===== config.mk =====
export PLATFORM = sky130hd
export DESIGN_NAME = line_rasterizer_core
export DESIGN_NICKNAME = d
export VERILOG_FILES = /design/src/design/lr_pkg.sv /design/src/design/lr_front.sv /design/src/design/lr_desc_fifo.sv /design/src/design/lr_back.sv /design/src/design/line_rasterizer_core.sv
export SDC_FILE = /design/constraint.sdc
export NUM_CORES = 1
export LEC_CHECK = 0
export BUFFER_PORTS_ARGS = -buffer_cell sky130_fd_sc_hd__buf_4
export CAP_MARGIN = 20
export CORE_ASPECT_RATIO = 1.25
export CORE_UTILIZATION = 28
export DETAILED_ROUTE_END_ITERATION = 10
export PLACE_DENSITY_LB_ADDON = 0.1
export SLEW_MARGIN = 20
export SYNTH_ARGS = -nofsm -noshare
export SYNTH_HDL_FRONTEND = slang
export SYNTH_SLANG_ARGS = --single-unit

===== constraint.sdc =====
create_clock -name clk -period 11.4 [get_ports clk]
set_input_delay 0.57 -clock clk [delete_from_list [all_inputs] [get_ports clk]]
set_output_delay 0.57 -clock clk [all_outputs]
set_load 0.05 [all_outputs]

===== src/design/lr_pkg.sv =====
// Line rasterizer package: coordinate widths, transaction structs and the
// line descriptor passed from the setup front end to the stepping back end.
// No dependencies.
package lr_pkg;

	localparam int COORD_BITS = 6;
	localparam int ERR_W      = COORD_BITS + 2;
	localparam int DESC_DEPTH = 2;
	localparam int DESC_PTR_W = $clog2(DESC_DEPTH);
	localparam int DESC_CNT_W = DESC_PTR_W + 1;

	typedef logic [COORD_BITS-1:0] coord_t;
	typedef logic [ERR_W-1:0]      err_t;

	typedef struct packed {
		coord_t      start_x;
		coord_t      start_y;
		coord_t      end_x;
		coord_t      end_y;
		logic [31:0] line_color;
	} line_in_t;

	typedef struct packed {
		coord_t      pixel_x;
		coord_t      pixel_y;
		logic [31:0] pixel_color;
		logic        last_pixel;
	} pixel_out_t;

	// Normalized line: major axis increasing, minor delta as sign and magnitude.
	typedef struct packed {
		logic        steep;
		logic        min_dir;
		coord_t      maj_start;
		coord_t      min_start;
		coord_t      maj_len;
		coord_t      min_len;
		logic [31:0] color;
	} line_desc_t;

	typedef struct packed {
		logic [DESC_CNT_W-1:0] cnt;
		logic                  full;
		logic                  empty;
	} fifo_status_t;

	typedef struct packed {
		logic busy;
	} back_status_t;

endpackage


===== src/design/lr_front.sv =====
// Line rasterizer front end: classifies a segment (steep or not), orders the
// endpoints along the major axis and forms the deltas. Uses lr_pkg.
module lr_front import lr_pkg::*; (
	input  line_in_t   seg,
	output line_desc_t desc
);

	coord_t adx, ady;
	coord_t maj_a, maj_b, min_a, min_b;
	coord_t maj_s, maj_e, min_s, min_e;
	logic   steep;

	always_comb begin
		adx   = (seg.start_x > seg.end_x) ? seg.start_x - seg.end_x : seg.end_x - seg.start_x;
		ady   = (seg.start_y > seg.end_y) ? seg.start_y - seg.end_y : seg.end_y - seg.start_y;
		steep = adx < ady;

		maj_a = steep ? seg.start_y : seg.start_x;
		min_a = steep ? seg.start_x : seg.start_y;
		maj_b = steep ? seg.end_y   : seg.end_x;
		min_b = steep ? seg.end_x   : seg.end_y;

		if (maj_a > maj_b) begin
			maj_s = maj_b;
			min_s = min_b;
			maj_e = maj_a;
			min_e = min_a;
		end else begin
			maj_s = maj_a;
			min_s = min_a;
			maj_e = maj_b;
			min_e = min_b;
		end

		desc.steep     = steep;
		desc.min_dir   = min_e < min_s;
		desc.maj_start = maj_s;
		desc.min_start = min_s;
		desc.maj_len   = maj_e - maj_s;
		desc.min_len   = (min_e < min_s) ? min_s - min_e : min_e - min_s;
		desc.color     = seg.line_color;
	end

endmodule


===== src/design/lr_desc_fifo.sv =====
// Line rasterizer descriptor queue: short FIFO between setup and stepping.
// Uses lr_pkg.
module lr_desc_fifo import lr_pkg::*; (
	input  logic         clk,
	input  logic         arst_n,
	input  logic         wr,
	input  line_desc_t   wr_data,
	input  logic         rd,
	output line_desc_t   rd_data,
	output fifo_status_t status
);

	line_desc_t            entry_q [DESC_DEPTH];
	logic [DESC_PTR_W-1:0] wr_ptr_q, rd_ptr_q;
	logic [DESC_CNT_W-1:0] cnt_q;
	logic                  do_wr, do_rd;

	assign status.cnt   = cnt_q;
	assign status.full  = cnt_q == DESC_CNT_W'(DESC_DEPTH);
	assign status.empty = cnt_q == '0;
	assign do_wr        = wr && !status.full;
	assign do_rd        = rd && !status.empty;
	assign rd_data      = entry_q[rd_ptr_q];

	always_ff @(posedge clk) begin
		if (do_wr) begin
			entry_q[wr_ptr_q] <= wr_data;
		end
	end

	always_ff @(posedge clk or negedge arst_n) begin
		if (!arst_n) begin
			wr_ptr_q <= '0;
			rd_ptr_q <= '0;
			cnt_q    <= '0;
		end else begin
			if (do_wr) begin
				wr_ptr_q <= (wr_ptr_q == DESC_PTR_W'(DESC_DEPTH - 1)) ? '0 : wr_ptr_q + 1'b1;
			end
			if (do_rd) begin
				rd_ptr_q <= (rd_ptr_q == DESC_PTR_W'(DESC_DEPTH - 1)) ? '0 : rd_ptr_q + 1'b1;
			end
			if (do_wr && !do_rd) begin
				cnt_q <= cnt_q + 1'b1;
			end else if (do_rd && !do_wr) begin
				cnt_q <= cnt_q - 1'b1;
			end
		end
	end

endmodule


===== src/design/lr_back.sv =====
// Line rasterizer back end: steps one pixel per cycle along the major axis
// while the output register is free, with an exact rounding error accumulator,
// into an output register. Uses lr_pkg.
module lr_back import lr_pkg::*; (
	input  logic         clk,
	input  logic         arst_n,
	input  logic         desc_avail,
	input  line_desc_t   desc,
	output logic         desc_take,
	output pixel_out_t   pixel,
	output logic         pixel_valid,
	input  logic         pixel_pop,
	output back_status_t status
);

	logic        busy_q, out_valid_q;
	logic        steep_q, dir_q;
	coord_t      maj_q, min_q, left_q, dmaj_q, dmin_q;
	err_t        err_q;
	logic [31:0] color_q;
	pixel_out_t  out_q;

	logic         out_free, emit, last;
	logic [ERR_W:0] twod, up, dn, err_ext, step2;

	assign out_free    = !out_valid_q || pixel_pop;
	assign emit        = busy_q && out_free;
	assign last        = left_q == '0;
	assign desc_take   = !busy_q && desc_avail;
	assign pixel       = out_q;
	assign pixel_valid = out_valid_q;
	assign status.busy = busy_q;

	// Remainder stays in [0, 2*dmaj); one correction per step since dmin <= dmaj.
	always_comb begin
		twod    = {2'b00, dmaj_q, 1'b0};
		step2   = {2'b00, dmin_q, 1'b0};
		err_ext = {1'b0, err_q};
		up      = err_ext + step2;
		dn      = err_ext - step2;
	end

	always_ff @(posedge clk) begin
		if (desc_take) begin
			steep_q <= desc.steep;
			dir_q   <= desc.min_dir;
			maj_q   <= desc.maj_start;
			min_q   <= desc.min_start;
			left_q  <= desc.maj_len;
			dmaj_q  <= desc.maj_len;
			dmin_q  <= desc.min_len;
			err_q   <= ERR_W'(desc.maj_len);
			color_q <= desc.color;
		end else if (emit && !last) begin
			maj_q  <= maj_q + 1'b1;
			left_q <= left_q - 1'b1;
			if (!dir_q) begin
				if (up >= twod) begin
					err_q <= ERR_W'(up - twod);
					min_q <= min_q + 1'b1;
				end else begin
					err_q <= ERR_W'(up);
				end
			end else begin
				if (dn[ERR_W]) begin
					err_q <= ERR_W'(dn + twod);
					min_q <= min_q - 1'b1;
				end else begin
					err_q <= ERR_W'(dn);
				end
			end
		end
		if (emit) begin
			out_q.pixel_x     <= steep_q ? min_q : maj_q;
			out_q.pixel_y     <= steep_q ? maj_q : min_q;
			out_q.pixel_color <= color_q;
			out_q.last_pixel  <= last;
		end
	end

	always_ff @(posedge clk or negedge arst_n) begin
		if (!arst_n) begin
			busy_q      <= 1'b0;
			out_valid_q <= 1'b0;
		end else begin
			if (desc_take) begin
				busy_q <= 1'b1;
			end else if (emit && last) begin
				busy_q <= 1'b0;
			end
			if (emit) begin
				out_valid_q <= 1'b1;
			end else if (pixel_pop) begin
				out_valid_q <= 1'b0;
			end
		end
	end

endmodule


===== src/design/line_rasterizer_core.sv =====
// Line rasterizer core: top level joining setup front end, descriptor queue
// and pixel stepping back end. Uses lr_pkg, lr_front, lr_desc_fifo, lr_back.
//
// Usage:
//   Input channel (push/full): one transaction is a line segment, two endpoints
//   and a 32-bit color. It is taken on a clock edge with push high, full low.
//   Result channel (empty/pop): one transaction per pixel, x, y, the color
//   unchanged, and last_pixel set on the line's final pixel. Pixels come out in
//   increasing major-axis order; a zero-length line yields one pixel.
//   Path: with the back end idle, a line goes from the queue into the stepper
//   registers, and its first pixel then into the output register.
//   Throughput: one pixel per cycle while pop keeps the output register free;
//   a new line is loaded only after the last pixel; the pixel stepper is the
//   limiting unit. Setup runs ahead and queues up to 2 lines.
//   Reset (arst_n low) empties the queue and the output register and idles the
//   stepper. If pop is held low the stepper stops with the current pixel held
//   on the result ports; the input side keeps taking lines until the queue
//   is full.
module line_rasterizer_core import lr_pkg::*; (
	input  logic       clk,
	input  logic       arst_n,
	input  logic       push,
	output logic       full,
	input  line_in_t   segment,
	output logic       empty,
	input  logic       pop,
	output pixel_out_t pixel
);

	line_desc_t   front_desc, queue_desc;
	fifo_status_t fifo_stat;
	back_status_t back_stat;
	logic         desc_take, pixel_valid;

	lr_front u_front (
		.seg  (segment),
		.desc (front_desc)
	);

	lr_desc_fifo u_fifo (
		.clk     (clk),
		.arst_n  (arst_n),
		.wr      (push),
		.wr_data (front_desc),
		.rd      (desc_take),
		.rd_data (queue_desc),
		.status  (fifo_stat)
	);

	lr_back u_back (
		.clk         (clk),
		.arst_n      (arst_n),
		.desc_avail  (!fifo_stat.empty),
		.desc        (queue_desc),
		.desc_take   (desc_take),
		.pixel       (pixel),
		.pixel_valid (pixel_valid),
		.pixel_pop   (pop),
		.status      (back_stat)
	);

	assign full  = fifo_stat.full;
	assign empty = !pixel_valid;

	a_fifo_bound: assert property (@(posedge clk) disable iff (!arst_n)
		fifo_stat.cnt <= DESC_CNT_W'(DESC_DEPTH))
		else $error("descriptor queue count beyond depth");

	a_mid_line_busy: assert property (@(posedge clk) disable iff (!arst_n)
		(!empty && !pixel.last_pixel) |-> back_stat.busy)
		else $error("stepper went idle before the last pixel");

	a_drain_idle: assert property (@(posedge clk) disable iff (!arst_n)
		(!back_stat.busy && fifo_stat.empty && (empty || pop)) |=> empty)
		else $error("pixel appeared with no line in flight");

	a_take_when_idle: assert property (@(posedge clk) disable iff (!arst_n)
		desc_take |=> back_stat.busy)
		else $error("line taken from queue but stepper not busy");

endmodule


==> results of run 1 <==
-- cell usage in the layout (no fill, tap or decap), types with 11 or more instances in the layout --
master	Yosys	layout
ha_1	76	76
inv_1	77	76
a211oi_1	11	11
nor2_1	59	58
buf_4	0	118
mux2i_1	36	36
mux2_2	64	64
o21bai_1	12	11
fa_1	11	11
nand2_1	51	51
o21ai_0	42	42
a21oi_1	74	74
edfxtp_1	231	231
clkbuf_16	0	25
xor2_1	16	16
xnor2_1	35	35
a21o_1	23	23
-- cells in the mapped netlist, types with 2 or more instances --
master    instances
a21o_1           23
buf_1             6
o21a_1            3
and2_1            4
and4_1            2
edfxtp_1        231
o21ai_0          42
nor2_1           59
mux2_2           64
fa_1             11
dfrtp_1           6
a21oi_1          74
or2_2             5
nand2_1          51
buf_2             4
nand4_1           2
a31oi_1           7
ha_1             76
inv_1            77
nor3_1           10
o21ai_1           2
o21bai_1         12
mux2i_1          36
a211oi_1         11
a21boi_0          2
xor2_1           16
nor2b_1          10
o31ai_1           2
clkbuf_1         15
dfxtp_1           2
buf_6             2
xnor2_1          35
o211ai_1          8
nand2b_1          8
nand3_1           5
a221o_1           3
-- layout make-up --
type | instances | area share
Clock buffer | 32 | 0.04536
Inverter | 79 | 0.02063
Multi-Input combinational cell | 593 | 0.3211
Sequential cell | 239 | 0.4960
Clock inverter | 10 | 0.006007
Tap cell | 559 | 0.04866
Timing Repair Buffer | 119 | 0.06233
-- routing by layer --
metal | vias to the layer above | routed length [um] | GRT usage
li1 | 3639 | - | -
met4 | 0 | 652 | 0.04154
met5 | - | 0 | 0
met2 | 133 | 14260 | 0.2284
met3 | 39 | 947 | 0.01598
met1 | 3563 | 12180 | 0.1539
-- path summary, 6_finish.rpt --
| check | endpoint | slack (ns) |
|---|---|---|
| hold / removal | u_fifo.entry_q[0][28] | 0.21 |
| min in group asynchronous | u_fifo.wr_ptr_q | 0.38 |
| setup / recovery | u_fifo.entry_q[0][37] | 2.16 |
| setup reg to reg | u_back.err_q[4] | 7.25 |
| max in group asynchronous | u_fifo.rd_ptr_q | 10.90 |
| hold reg to reg | u_back.pixel[28] | 0.42 |
-- report_power, final --
| group | switching, uW | internal, uW | total (uW) |
|---|---|---|---|
| Clock | 331 | 426 | 757 |
| Sequential | 84.1 | 1430 | 1510 |
| Combinational | 1390 | 967 | 2360 |
-- what timing repair did --
action / in CTS / in global routing
hold buffers: 1 / 0
hold endpoints to repair: 6 / 0
setup buffers: 0 / 0
-- worst register-to-register path: stages, from the launching register on --
cell and delay [ns]:
edfxtp_1 0.49, ha_1 0.35, inv_1 0.04, a21oi_1 0.16, o21a_1 0.18, xor2_1 0.19, ha_1 0.29, inv_1 0.08
nor2_1 0.05, nor2_1 0.17, o21bai_1 0.09, a21oi_1 0.23, o21ai_0 0.15, a211oi_2 0.66, mux2_2 0.42, o21ai_0 0.22
o21ai_0 0.10
-- registers in the layout, summed over array words and instances (netlist names), 2 cells and up --
name and count:
u_fifo.entry_q 116, u_back.pixel 45, u_back.color_q 32, u_back.err_q 8, u_back.dmaj_q 6, u_back.dmin_q 6
u_back.left_q 6, u_back.maj_q 6, u_back.min_q 6, u_fifo.cnt_q 2
-- metrics by stage --
step,hold WS [ns],power [uW],std cells,setup WS (ns)
finish,0.2140,4625,1631,2.163
global route,0.1861,4998,1631,1.398
CTS,0.1761,4715,1631,2.161
detailed placement,0.3863,3930,1588,1.627
global placement,0.3851,3920,1588,1.780
floorplan,0.2744,3304,938,2.945
-- cell families after synthesis --
family	Yosys count
buffers and inverters	106
adder cells (fa/ha/maj)	87
multiplexers	100
XOR/XNOR	51
flip-flops	239
AO/OA/AOI/OAI	194
AND/OR/NAND/NOR	161
==> impl_metrics.yaml, run 1 <==
status:
  outcome: "finished, final reports clean"
pwr:
  p_per_area_nw_per_um2: 321.8
  peakVddDrop_mv: 0.1742
  leakage_uw: 0.005638
setup_path:
  r2r_cells: 16
  critPathKind: "input port to register"
  crit_fanout: 18
  worst_setup_path_start_kind: "input port"
  path_depth: 38
  crit_arrival_ns: 9.51
  startpoint: "segment[44]"
  critPathTopFamily: "compound AO/OA/AOI/OAI gates"
  path_buf_inv: 5
  critPathMaxStageDelay_ns: 0.56
  required_ns: 11.67
  cpMostUsedCell: "a21o_1"
  crit_slowest_cell: "o21bai_2"
  regToRegStartpoint: "u_back.err_q[2]"
  endpoint_kind: "register"
logic_synthesis:
  synth_cells: 938
  netlist_area_um2: 12150
  synth-main-ff-cell: "edfxtp_1"
  ys_ff_latch: 239
  syn_nets: 1085
  yosysWarnings: 0
  netlist.area_leader.share: 0.5711
  ys_seq_area_frac: 0.5867
  ys_top_cells_by_area: "edfxtp_1, ha_1, mux2_2"
  synth-simple-area-share: 0.05954
  synth_xor_area_frac: 0.03677
  synth_top_area_cell: "edfxtp_1"
  synth_compound_area_frac: 0.09714
  async_flop_share: 0.02510
  synth.avg_cell_area_um2: 12.95
  synth_top_family_by_area: "compound AO/OA/AOI/OAI gates"
  synthAdderAreaFrac: 0.09642
  synthMuxAreaShare: 0.08900
  synthDistinctLibCells: 48
  synth_edf_count: 231
sta:
  post-route-period-util: 0.8102
  fmax_mhz: 108.3
  clock_skew_ns: 0.01475
  drv_slew: 0
  worstMarginPinSlew_ns: 1.009
  hold_viol_final: 0
  slew-limit-headroom: 0.3203
  fin_crit_ns: 9.237
  setup-tns-final_ns: 0
  finalSetupViolCount: 0
  rsz0062_at_grt: "false"
cts:
  cts_max_level: 1
  cts-root-buf: "clkbuf_16"
  cts_inserted_buffers: 25
  cts_sinks: 239
  cts_buffer_depth: 3
  ctsResizeCount: 0
  cts_tree: "done"
  clock_latency_ns: 0.54
  path_clk_slew_ns: 0.06
finish:
  fin_util: 0.3385
  multi_input_area_um2: 4614
  num_antenna_cells: 0
  syn_to_final_growth_pct: 18.32
  regArea_um2: 7128
  design_area_um2: 14370
  nets: 1204
  drive_gt1_frac: 0.2127
  nFillCells: 4258
drt:
  drt_wl_total_mm: 28.04
  drc: 0
  vias: 7374
  ant_nets: 0
  drtPass1Iterations: 4
  viasPerCell: 4.521
  drtIter0Drc: 292
  wl_per_cell_um: 17.19
worst_hold_path:
  hold_depth: 1
  min_from: "segment[28]"
  hp-class: "input port to register"
placement:
  routabilityCongestion: 0.8549
  dp_hpwl_mm: 19.96
  io_buffers: 106
  dpl_cell_area_um2: 13620
grt:
  grt_pass1_vias: 7536
  grt_start_max_net_pins: 64
  grt_use_total: 0.1264
  grt_pass1_wl_mm: 43.35
  overflow: 0
  antenna_found_initial: 0
floorplan:
  die_y_um: 234.9
  fp-row-count: 84
  io_pins: 107
  initial_core_util: 0.2861
  die-area_um2: 44220
  core_um2: 42460
  die_x_um: 188.3
job:
  drv_cap: 0
(Power assumes the default switching activity.)
==> run 2: changes to the inputs <==
==> constraint.sdc (replaced) <==
create_clock -name clk -period 7.75 [get_ports clk]
set_input_delay 0.3875 -clock clk [delete_from_list [all_inputs] [get_ports clk]]
set_output_delay 0.3875 -clock clk [all_outputs]
set_load 0.05 [all_outputs]
==> impl_metrics.yaml, run 2 (synthesis results as in run 1) <==
drt:
  drtPass1Iterations: 5
  drtIter0Drc: 366
  drc: 0
  ant_nets: 0
  vias: 7765
  drt_wl_total_mm: 29.48
  wl_per_cell_um: 16.92
  viasPerCell: 4.458
setup_path:
  crit_fanout: 7
  endpoint_kind: "register"
  path_buf_inv: 9
  critPathMaxStageDelay_ns: 0.39
  crit_arrival_ns: 7.72
  required_ns: 8.03
  critPathTopFamily: "compound AO/OA/AOI/OAI gates"
  crit_slowest_cell: "fa_2"
  critPathKind: "input port to register"
  cpMostUsedCell: "a21o_1"
  worst_setup_path_start_kind: "input port"
cts:
  cts-root-buf: "clkbuf_16"
  cts_inserted_buffers: 25
  cts_buffer_depth: 3
  cts_sinks: 239
  cts_tree: "done"
  cts_max_level: 1
  path_clk_slew_ns: 0.06
  clock_latency_ns: 0.54
status:
  outcome: "finished, final reports clean"
placement:
  dp_hpwl_mm: 20.82
  io_buffers: 106
  dpl_cell_area_um2: 14280
  routabilityCongestion: 0.8348
  dp_cells: 1668
pwr:
  power.switching_uw: 2920
  switching_share: 0.3763
  peakVddDrop_mv: 0.3281
  leakage_uw: 0.006209
  p_per_area_nw_per_um2: 499.4
  pwr-share-clk: 0.154
  combPwrFrac: 0.560
  seq_power_share: 0.286
  p_int_uw: 4840
finish:
  drive_gt1_frac: 0.3195
  regArea_um2: 7128
  multi_input_area_um2: 4873
  largest_reg_flops: 116
  final_cell_count_no_fill: 1742
  num_antenna_cells: 0
  syn_to_final_growth_pct: 27.93
  nFillCells: 4206
  top_register: "u_fifo.entry_q"
  final_cell_mix: "edfxtp_1, buf_4, ha_1, inv_1, mux2_2"
  fin_util: 0.3660
  nets: 1312
  final_common_cell: "edfxtp_1"
  design_area_um2: 15540
floorplan:
  core_um2: 42460
  io_pins: 107
  die_y_um: 234.9
  initial_core_util: 0.2861
  die-area_um2: 44220
  fp-row-count: 84
  die_x_um: 188.3
grt:
  grt_start_max_net_pins: 64
  grt_use_met1: 0.1539
  grt_use_total: 0.1302
  use_met2: 0.2416
  busiest_layer: "met2"
  grt_pass1_wl_mm: 44.65
  antenna_found_initial: 0
  overflow: 0
  met3_usage: 0.01464
  grt_pass1_vias: 7816
sta:
  fmax_mhz: 134.5
  hold_viol_final: 0
  post-route-period-util: 0.9594
  worstMarginPinSlew_ns: 0.9949
  fin_crit_ns: 7.435
  clock_skew_ns: 0.007132
  finalSetupViolCount: 0
  slew-limit-headroom: 0.3367
  drv_slew: 0
job:
  drv_cap: 0
worst_hold_path:
  hp-class: "input port to register"
==> run 2: final cells by class <==
| cell class | count | share of cell area |
|---|---|---|
| Sequential cell | 239 | 0.4587 |
| Multi-Input combinational cell | 594 | 0.3136 |
| Timing Repair Buffer | 226 | 0.1112 |
| Tap cell | 559 | 0.04501 |
| Clock buffer | 34 | 0.04243 |
| Inverter | 79 | 0.01941 |
| Clock inverter | 11 | 0.009582 |
==> run 2: worst register-to-register path: stages (launching register included) <==
cell and delay, ns:
edfxtp_1 0.39, ha_1 0.24, fa_1 0.41, xnor2_1 0.23, ha_1 0.33, a21oi_1 0.19
nor2_1 0.05, nor2_1 0.17, o21bai_1 0.09, a21oi_1 0.22, o21ai_0 0.16, a211oi_2 0.62
mux2_2 0.42, o21ai_0 0.19, o21ai_0 0.10
==> run 2: path summary, 6_finish.rpt <==
| kind | endpoint | from | depth (start not counted) | slack, ns |
|---|---|---|---|---|
| setup / recovery | u_fifo.entry_q[1][37] | segment[44] | 43 | 0.31 |
| hold / removal | u_fifo.entry_q[0][16] | segment[16] | 1 | 0.03 |
| setup reg to reg | u_back.err_q[4] | u_back.err_q[1] | 14 | 3.69 |
| hold reg to reg | u_back.pixel[28] | u_back.color_q[27] | 0 | 0.42 |
| max in group asynchronous | u_fifo.rd_ptr_q | arst_n | 2 | 7.43 |
| min in group asynchronous | u_fifo.wr_ptr_q | arst_n | 2 | 0.20 |
==> run 2: timing repair <==
item,CTS,global route
gates resized for setup,1,55
hold endpoints to repair,19,0
setup endpoints to repair,2,4
cloned,0,1
setup buffers,0,20
pin swaps,0,38
hold buffers,8,0
==> run 2: per-stage QoR <==
step | setup TNS [ns] | hold slack, ns | worst slack, ns | power (uW)
2_1_floorplan | 0 | 0.09191 | 0.01036 | 4935
3_3_place_gp | -1.555 | 0.2020 | -0.4962 | 6303
3_5_place_dp | -1.852 | 0.2036 | -0.5750 | 6319
4_1_cts | 0 | 0.0001942 | 0.08369 | 7569
5_1_grt | -0.1271 | 0.008412 | -0.06357 | 8359
6_report | 0 | 0.03240 | 0.3148 | 7761
==> run 2: power groups by stage <==
stage	Clock [uW]	Combinational, uW	Sequential [uW]
after floorplan	0	2620	2320
after global placement	0	4060	2240
after detailed placement	0	4070	2250
after CTS	1240	4100	2230
after global routing	1280	4820	2260
final	1190	4350	2220
==> run 2: metal layers <==
layer	share of wire	vias up	wire, um
met3	0.027	42	795
met1	0.42	3731	12460
met2	0.52	130	15420
li1	-	3862	-
met5	0	-	0
met4	0.027	0	807
==> run 3: changes to the inputs <==
--- a/config.mk
+++ b/config.mk
@@ -11,7 +11,8 @@
 export CORE_UTILIZATION = 28
 export DETAILED_ROUTE_END_ITERATION = 10
 export PLACE_DENSITY_LB_ADDON = 0.1
-export SLEW_MARGIN = 20
+export RECOVER_POWER = 50
+export SLEW_MARGIN = 10
 export SYNTH_ARGS = -nofsm -noshare
 export SYNTH_HDL_FRONTEND = slang
 export SYNTH_SLANG_ARGS = --single-unit
==> constraint.sdc (replaced) <==
create_clock -name clk -period 9 [get_ports clk]
set_input_delay 0.45 -clock clk [delete_from_list [all_inputs] [get_ports clk]]
set_output_delay 0.45 -clock clk [all_outputs]
set_load 0.05 [all_outputs]
==> impl_metrics.yaml, run 3 (synthesis results as in run 1) <==
finish:
  top_register: "u_fifo.entry_q"
  final_common_cell: "edfxtp_1"
  drive_gt1_frac: 0.1567
  final_cell_mix: "edfxtp_1, inv_1, ha_1, a21oi_1, clkbuf_1"
  syn_to_final_growth_pct: 17.55
  num_antenna_cells: 0
  largest_reg_flops: 116
  nets: 1215
  fin_util: 0.3363
  nFillCells: 4329
sta:
  worstMarginPinSlew_ns: 4.066
  setup-tns-final_ns: 0
  setup_slack_ns: 0.7105
  fmax_mhz: 120.6
  post-route-period-util: 0.9211
  finalSetupViolCount: 0
  hold_viol_final: 0
  drv_slew: 139
  clock_skew_ns: 0.01215
  worst_hold_slack_ns: 0.1274
  slew-limit-headroom: -1.711
  rsz0062_at_grt: "false"
  fin_crit_ns: 8.289
floorplan:
  core_um2: 42460
  die_y_um: 234.9
  fp-row-count: 84
  initial_core_util: 0.2861
  die_x_um: 188.3
  io_pins: 107
  die-area_um2: 44220
worst_hold_path:
  hp-class: "input port to register"
setup_path:
  cpMostUsedCell: "a21o_1"
  endpoint_kind: "register"
  required_ns: 9.27
  crit_arrival_ns: 8.56
  critPathMaxStageDelay_ns: 0.55
  critPathKind: "input port to register"
  crit_slowest_cell: "nor2_2"
  crit_fanout: 18
  rrSetupSlack_ns: 4.63
  worst_setup_path_start_kind: "input port"
cts:
  path_clk_slew_ns: 0.06
  cts-root-buf: "clkbuf_16"
  cts_buffer_depth: 3
  cts_sinks: 239
  cts_tree: "done"
  cts_inserted_buffers: 26
  clock_latency_ns: 0.53
  cts_setup_buffers: 0
  cts_max_level: 1
placement:
  io_buffers: 106
  dp_hpwl_mm: 20.29
  place_ws_ns: 0.2143
  routabilityCongestion: 0.8653
pwr:
  p_per_area_nw_per_um2: 421.2
  peakVddDrop_mv: 0.2125
  totalPowerFinal_uw: 6014
  leakage_uw: 0.005489
grt:
  grt_pass1_wl_mm: 44.03
  grt_use_total: 0.1276
  antenna_found_initial: 0
  grt_pass1_vias: 7625
  grt_start_max_net_pins: 66
  overflow: 0
drt:
  drt_wl_total_mm: 28.40
  drtIter0Drc: 292
  vias: 7335
  ant_nets: 0
  drtPass1Iterations: 4
  viasPerCell: 4.462
  wl_per_cell_um: 17.27
  drc: 0
status:
  violations: "capacitance limit, slew limit"
  outcome: "finished with violations"
job:
  drv_cap: 3
[run 3: critical path: cells and delay by family]
kind / cells / cell delay (ns)
compound gates: 23 / 4.48
simple gates: 2 / 0.64
xor+xnor: 2 / 0.31
mux: 2 / 0.28
buf+inv: 5 / 0.58
fa+ha+maj: 6 / 1.84
[run 3: worst paths after layout]
path | endpoint | cells past startpoint | startpoint
max | u_fifo.entry_q[0][37] | 40 | segment[44]
min in group asynchronous | u_fifo.cnt_q[0] | 2 | arst_n
min | u_fifo.entry_q[1][0] | 1 | segment[0]
max in group asynchronous | u_fifo.rd_ptr_q | 2 | arst_n
min reg2reg | u_back.pixel[12] | 0 | u_back.color_q[11]
max reg2reg | u_back.err_q[3] | 4 | u_fifo.rd_ptr_q
[run 3: timing repair]
item                                    4_1_cts  5_1_grt
resized for setup                             0        2
endpoints found under the setup margin        0        2
hold endpoints to repair                      6        0
hold buffers                                  1        0
[run 3: layout make-up]
type | instances | area (um2) | share of cell area
Sequential cell | 239 | 7128 | 0.4992
Clock buffer | 31 | 669.4 | 0.04688
Tap cell | 559 | 699.4 | 0.04898
Multi-Input combinational cell | 593 | 4617 | 0.3233
Timing Repair Buffer | 129 | 745.7 | 0.05223
Inverter | 79 | 296.5 | 0.02077
Clock inverter | 14 | 122.6 | 0.008587
[run 3: report_power, final]
| group | switching, uW | total (uW) | internal [uW] |
|---|---|---|---|
| sequential | 104 | 1910 | 1810 |
| combinational | 1820 | 3100 | 1280 |
| clock | 422 | 1010 | 584 |
| total | 2350 | 6010 | 3670 |
[run 3: layer usage]
layer	wire, um	GRT usage
met4	698	0.04252
met5	0	0
met3	748	0.01434
met2	14240	0.2260
met1	12710	0.1603
[run 3: stage by stage]
| stage | cells | cell area (um2) |
|---|---|---|
| 2_1_floorplan | 938 | 12150 |
| 3_5_place_dp | 1598 | 13700 |
| 6_report | 1644 | 14280 |
| 3_3_place_gp | 1598 | 13700 |
| 4_1_cts | 1644 | 14500 |
| 5_1_grt | 1644 | 14280 |
